===== config.mk =====
export PLATFORM = sky130hd
export DESIGN_NAME = lacf_cell
export DESIGN_NICKNAME = d
export VERILOG_FILES = /design/src/design/lacf_pkg.sv /design/src/design/lacf_cell.sv
export SDC_FILE = /design/constraint.sdc
export NUM_CORES = 1
export LEC_CHECK = 0
export BUFFER_PORTS_ARGS = -buffer_cell sky130_fd_sc_hd__clkbuf_2
export CAP_MARGIN = 30
export CORE_MARGIN = 1.5
export CORE_UTILIZATION = 50
export DETAILED_ROUTE_END_ITERATION = 6
export PLACE_DENSITY_LB_ADDON = 0.2
export SLEW_MARGIN = 5
export SYNTH_ARGS = -nofsm -noshare
export SYNTH_HDL_FRONTEND = slang
export SYNTH_SLANG_ARGS = --single-unit

===== constraint.sdc =====
create_clock -name clock -period 9.3 [get_ports clock]
set_input_delay 1.395 -clock clock [delete_from_list [all_inputs] [get_ports clock]]
set_output_delay 1.395 -clock clock [all_outputs]
set_load 0.01 [all_outputs]

===== src/design/lacf_pkg.sv =====
`default_nettype none
package lacf_pkg;

   localparam int MAX_GAP  = 16;
   localparam int MAX_LEN  = 256;
   localparam int WIN_ROWS = MAX_GAP + 1;
   localparam int COL_W    = $clog2(MAX_LEN);
   localparam int ROW_W    = 9;
   localparam int SLOT_W   = $clog2(WIN_ROWS);
   localparam int CNT_W    = $clog2(MAX_GAP + 1);
   localparam int SCORE_W  = 24;
   localparam int ORG_W    = 6;
   localparam int COEF_W   = 16;
   localparam int COUNT_W  = 9;
   localparam int COST_W   = COEF_W + 1 + $clog2(MAX_GAP + 1);
   localparam int BEST_W   = ((SCORE_W > COST_W) ? SCORE_W : COST_W) + 2;
   localparam int SUM_W    = BEST_W + 2;
   localparam int TABLE_N  = 25;
   localparam int BASE_TOP = 4;

   localparam logic [SCORE_W-1:0] SCORE_TOP = {SCORE_W{1'b1}};
   localparam logic [ORG_W-1:0]   NO_ORIGIN = ORG_W'(MAX_GAP + 1);
   localparam logic [ORG_W-1:0]   ORG_DIAG  = '0;

   localparam logic KIND_LOAD = 1'b0;
   localparam logic KIND_CELL = 1'b1;

   typedef enum logic [2:0] {
      CSR_ROW_COUNT    = 3'd0,
      CSR_COLUMN_COUNT = 3'd1,
      CSR_GAP_OPEN     = 3'd2,
      CSR_GAP_EXTEND   = 3'd3,
      CSR_PAIR_BONUS   = 3'd4
   } csr_index_type;

   typedef enum logic [1:0] {
      ST_IDLE,
      ST_LOAD,
      ST_CHAIN,
      ST_FINAL
   } state_type;

   // running gap cost and the two running bests that walk the cell chain
   typedef struct packed {
      logic signed [COST_W-1:0] cost;
      logic [ORG_W-1:0]         step;
      logic signed [BEST_W-1:0] row_val;
      logic [ORG_W-1:0]         row_org;
      logic signed [BEST_W-1:0] col_val;
      logic [ORG_W-1:0]         col_org;
   } tok_type;

endpackage
`default_nettype wire


===== src/design/lacf_cell.sv =====
`default_nettype none
module lacf_cell import lacf_pkg::*; (
   input  logic                     clock,
   input  logic                     load,
   input  logic [SCORE_W-1:0]       row_cand,
   input  logic [SCORE_W-1:0]       col_cand,
   input  logic                     row_ok,
   input  logic                     col_ok,
   input  logic signed [COEF_W-1:0] gap_extend,
   input  tok_type                  prev_tok,
   output tok_type                  this_tok
);

   logic [SCORE_W-1:0]       row_cand_ff;
   logic [SCORE_W-1:0]       col_cand_ff;
   logic                     row_ok_ff;
   logic                     col_ok_ff;
   tok_type                  tok_ff;
   tok_type                  tok_in;
   logic signed [COST_W-1:0] cost;
   logic signed [BEST_W-1:0] row_sum;
   logic signed [BEST_W-1:0] col_sum;
   logic [ORG_W-1:0]         step;

   always_comb begin
      step    = prev_tok.step + ORG_W'(1);
      cost    = prev_tok.cost + COST_W'(gap_extend);
      row_sum = BEST_W'($signed({1'b0, row_cand_ff})) + BEST_W'(cost);
      col_sum = BEST_W'($signed({1'b0, col_cand_ff})) + BEST_W'(cost);
      tok_in      = prev_tok;
      tok_in.step = step;
      tok_in.cost = cost;
      if (row_ok_ff && (row_sum > prev_tok.row_val)) begin
         tok_in.row_val = row_sum;
         tok_in.row_org = step;
      end
      if (col_ok_ff && (col_sum > prev_tok.col_val)) begin
         tok_in.col_val = col_sum;
         tok_in.col_org = ORG_W'(0) - step;
      end
   end

   always_ff @(posedge clock) begin
      if (load) begin
         row_cand_ff <= row_cand;
         col_cand_ff <= col_cand;
         row_ok_ff   <= row_ok;
         col_ok_ff   <= col_ok;
      end
      tok_ff <= tok_in;
   end

   assign this_tok = tok_ff;

endmodule
`default_nettype wire


==> impl_metrics.csv <==
group,metric,value,unit
placed_design,numPortBuffers,251,
yosys,synth_top_cell_by_area,"dfxtp_1",
sta,rsz0062_at_grt,"false",
critical_path,r2r_slack,3.98,ns
sta,worst_pin_slew,0.773,ns
power_and_ir_drop,vdd_drop_max,0.179,mV
yosys,yosys_warnings,0,
cts,clk_latency,0.43,ns
cts,cts_resized,0,
yosys,netlist_top_cells_area,"dfxtp_1, ha_1, edfxtp_1",
routing,drc_errors,0,
placed_design,place_congestion,0.945,
cts,cts-htree-levels,4,
cells_and_area,syn_to_final_growth,23.8,%
floorplanning,coreArea,17900,µm²
yosys,yosysTopAreaCellShare,0.203,
cells_and_area,multi_input_area,5380,µm²
sta,finalCriticalPeriod,8.02,ns
routing,vias,7604,
hold_path,hold_class,"flip-flop to flip-flop",
run,max_cap_viol_count,0,
critical_path,crit_required,9.62,ns
critical_path,endpoint_kind,"flip-flop",
critical_path,start_kind,"input port",
global_routing,antenna_found_initial,1,
cells_and_area,fin_nets,1470,
yosys,syn-cell-area,9070,µm²
cts,postCtsHoldBufs,0,
cts,post_cts_buffers,0,
yosys,synthAdderAreaFrac,0.189,
cells_and_area,drive_gt1_frac,0.282,
sta,clock.fmax,0.125,GHz
floorplanning,ioPinCount,252,
status,status,"completed",
yosys,yosysSeqAreaShare,0.368,
cts,cts_buffers,17,
sta,tns,0,ns
floorplanning,start_util,0.507,
global_routing,grt_max_degree,51,
yosys,synth_xor_area_frac,0.0685,
yosys,synthMuxAreaShare,0.0550,
routing,drtPass1Iterations,4,
cts,clkSinkCount,142,
sta,period_share,0.862,
routing,wl_per_cell,15.8,µm
global_routing,grt_pass1_vias,7480,
critical_path,arrival,8.33,ns
power_and_ir_drop,powerDensity,270,nW/µm²
yosys,syn-num-nets,1207,
global_routing,grt_usage,0.240,
routing,viasPerCell,5.36,
floorplanning,fp-row-count,49,
sta,clock_skew,0.0106,ns
placed_design,hpwl,17.8,mm
yosys,synth_top_family_by_area,"adder cells",
floorplanning,die_w,138,µm
global_routing,grt_overflow,0,
global_routing,grt_pass1_wl,35.0,mm
cells_and_area,final_util,0.627,
floorplanning,dieHeight,138,µm
yosys,yosysUniqueCellTypes,68,
sta,maxSlewViolCount,0,
critical_path,crit_path_max_fanout,26,
yosys,synth-seq-cells,142,
cts,cts.path.max_buffers,2,
power_and_ir_drop,p_leak,5.60,nW
cts,clockRootBuffer,"clkbuf_16",
cells_and_area,seqCellArea,3340,µm²
critical_path,path_class,"input port to flip-flop",
yosys,syn_inst,912,
yosys,synth-simple-area-share,0.101,
cts,clk_pin_slew_worst_paths,0.07,ns
sta,relSlewSlack,0.483,
yosys,avgSynthCellArea,9.95,µm²
yosys,synth_top_flop_cell,"dfxtp_1",
cts,cts_tree,"yes",
sta,hold_viol,0,
routing,drtIter0Drc,208,
routing,wirelength,22.4,mm
sta,setup_ws,1.28,ns
floorplanning,die_area,19000,µm²
placed_design,place_ws,0.913,ns
cells_and_area,fill_cells,1520,
sta,setup_viol,0,
yosys,synthArstFlopShare,0,
yosys,synth-edff-count,50,
routing,ant_nets,0,
yosys,synth-compound-area-share,0.179,
## cells in the mapped netlist (all sizes together) (5+ instances only)
master	count
nand4	15
nor2b	7
a21o	44
mux2	41
nor3	14
inv	82
nand2	54
clkbuf	5
xnor2	47
nand3	12
a21oi	69
and3	9
dfxtp	92
o21a	10
nor2	41
a31oi	9
xor2	24
ha	132
o21ai	49
o21bai	9
or3	6
buf	6
a211oi	7
edfxtp	50
o211ai	8
## registers in the layout (all words and copies together), names as in the netlist
| signal | cells |
|---|---|
| row_ok_ff | 1 |
| row_cand_ff | 24 |
| col_cand_ff | 24 |
| this_tok | 92 |
| col_ok_ff | 1 |
## cells in the final DEF, fill, tap and decap left out, drive strengths merged, types with 6 or more instances in the layout
master	count
clkbuf	271
ha	132
dfxtp	92
inv	91
a21oi	69
nand2	54
edfxtp	50
o21ai	49
xnor2	47
a21o	44
nor2	41
mux2	41
xor2	24
nand4	15
nor3	14
nand3	12
o21a	10
and3	9
a31oi	9
o21bai	9
o211ai	8
nor2b	7
a211oi	7
or3	6
## path summary, 6_finish.rpt
| kind | startpoint | end | depth (start not counted) |
|---|---|---|---|
| setup / recovery | gap_extend[0] | this_tok[47] | 28 |
| hold / removal | row_cand_ff[0] | this_tok[38] | 2 |
| setup reg to reg | col_cand_ff[6] | this_tok[1] | 18 |
| hold reg to reg | row_cand_ff[0] | this_tok[38] | 2 |
## cells by family (layout without fill, tap and decap cells)
logic type                 count (synthesis)  after routing
other                                      0              1
buffers and inverters                     93            369
xor gates and xnor gates                  71             71
adders and majority gates                135            135
AOI/OAI and AO/OA                        243            243
DFF                                      142            142
muxes                                     44             44
and+or+nand+nor                          184            184
## power by group
group / leakage (nW) / total, mW / switching [mW] / internal [mW]
clock: 0.311 / 0.713 / 0.308 / 0.405
combinational: 4.02 / 1.45 / 0.814 / 0.637
sequential: 1.27 / 0.866 / 0.0503 / 0.816
total: 5.60 / 3.03 / 1.17 / 1.86
## layout make-up
| cell class | count | area share |
|---|---|---|
| well taps | 229 | 0.0255 |
| diodes | 1 | 0.000223 |
| inverters | 82 | 0.0274 |
| multi-input cells | 677 | 0.479 |
| clock buffers | 20 | 0.0446 |
| clock inverters | 12 | 0.0114 |
| repair buffers | 255 | 0.115 |
| flip-flops and latches | 142 | 0.298 |
## critical path, cell delays in order
cell	delay (ns)
clkbuf_2	0.08
ha_1	0.19
inv_1	0.07
fa_1	0.39
nor2b_1	0.18
o2111ai_1	0.16
a21boi_2	0.23
a311oi_1	0.12
or3_1	0.45
o211ai_1	0.28
xor2_1	0.32
ha_1	0.36
a211o_1	0.32
a21oi_1	0.14
nand3b_1	0.09
o221ai_1	0.42
o21bai_1	0.16
xor2_1	0.25
ha_1	0.30
a21oi_1	0.13
nor2_1	0.05
a211oi_1	0.31
a21oi_1	0.12
nor4_1	0.40
mux2i_1	0.18
nor3b_4	0.39
buf_4	0.45
mux2_2	0.39
## per-stage QoR
step | hold WS, ns | cell area (µm²) | power, mW | instances
after global routing | 0.692 | 11200 | 3.26 | 1418
final | 0.653 | 11200 | 3.03 | 1418
after detailed placement | 0.647 | 10600 | 2.32 | 1385
after global placement | 0.638 | 10600 | 2.30 | 1385
after floorplan | 0.581 | 9070 | 1.89 | 912
after CTS | 0.664 | 11200 | 3.05 | 1417
## per-layer routing
metal,up-vias,track usage,wire (µm)
li1,3861,-,-
met1,3455,0.288,9650
met2,250,0.409,10500
met3,38,0.0614,1660
met4,0,0.0966,616
met5,-,0,0
No activity file was read; power rests on OpenSTA's default activity.
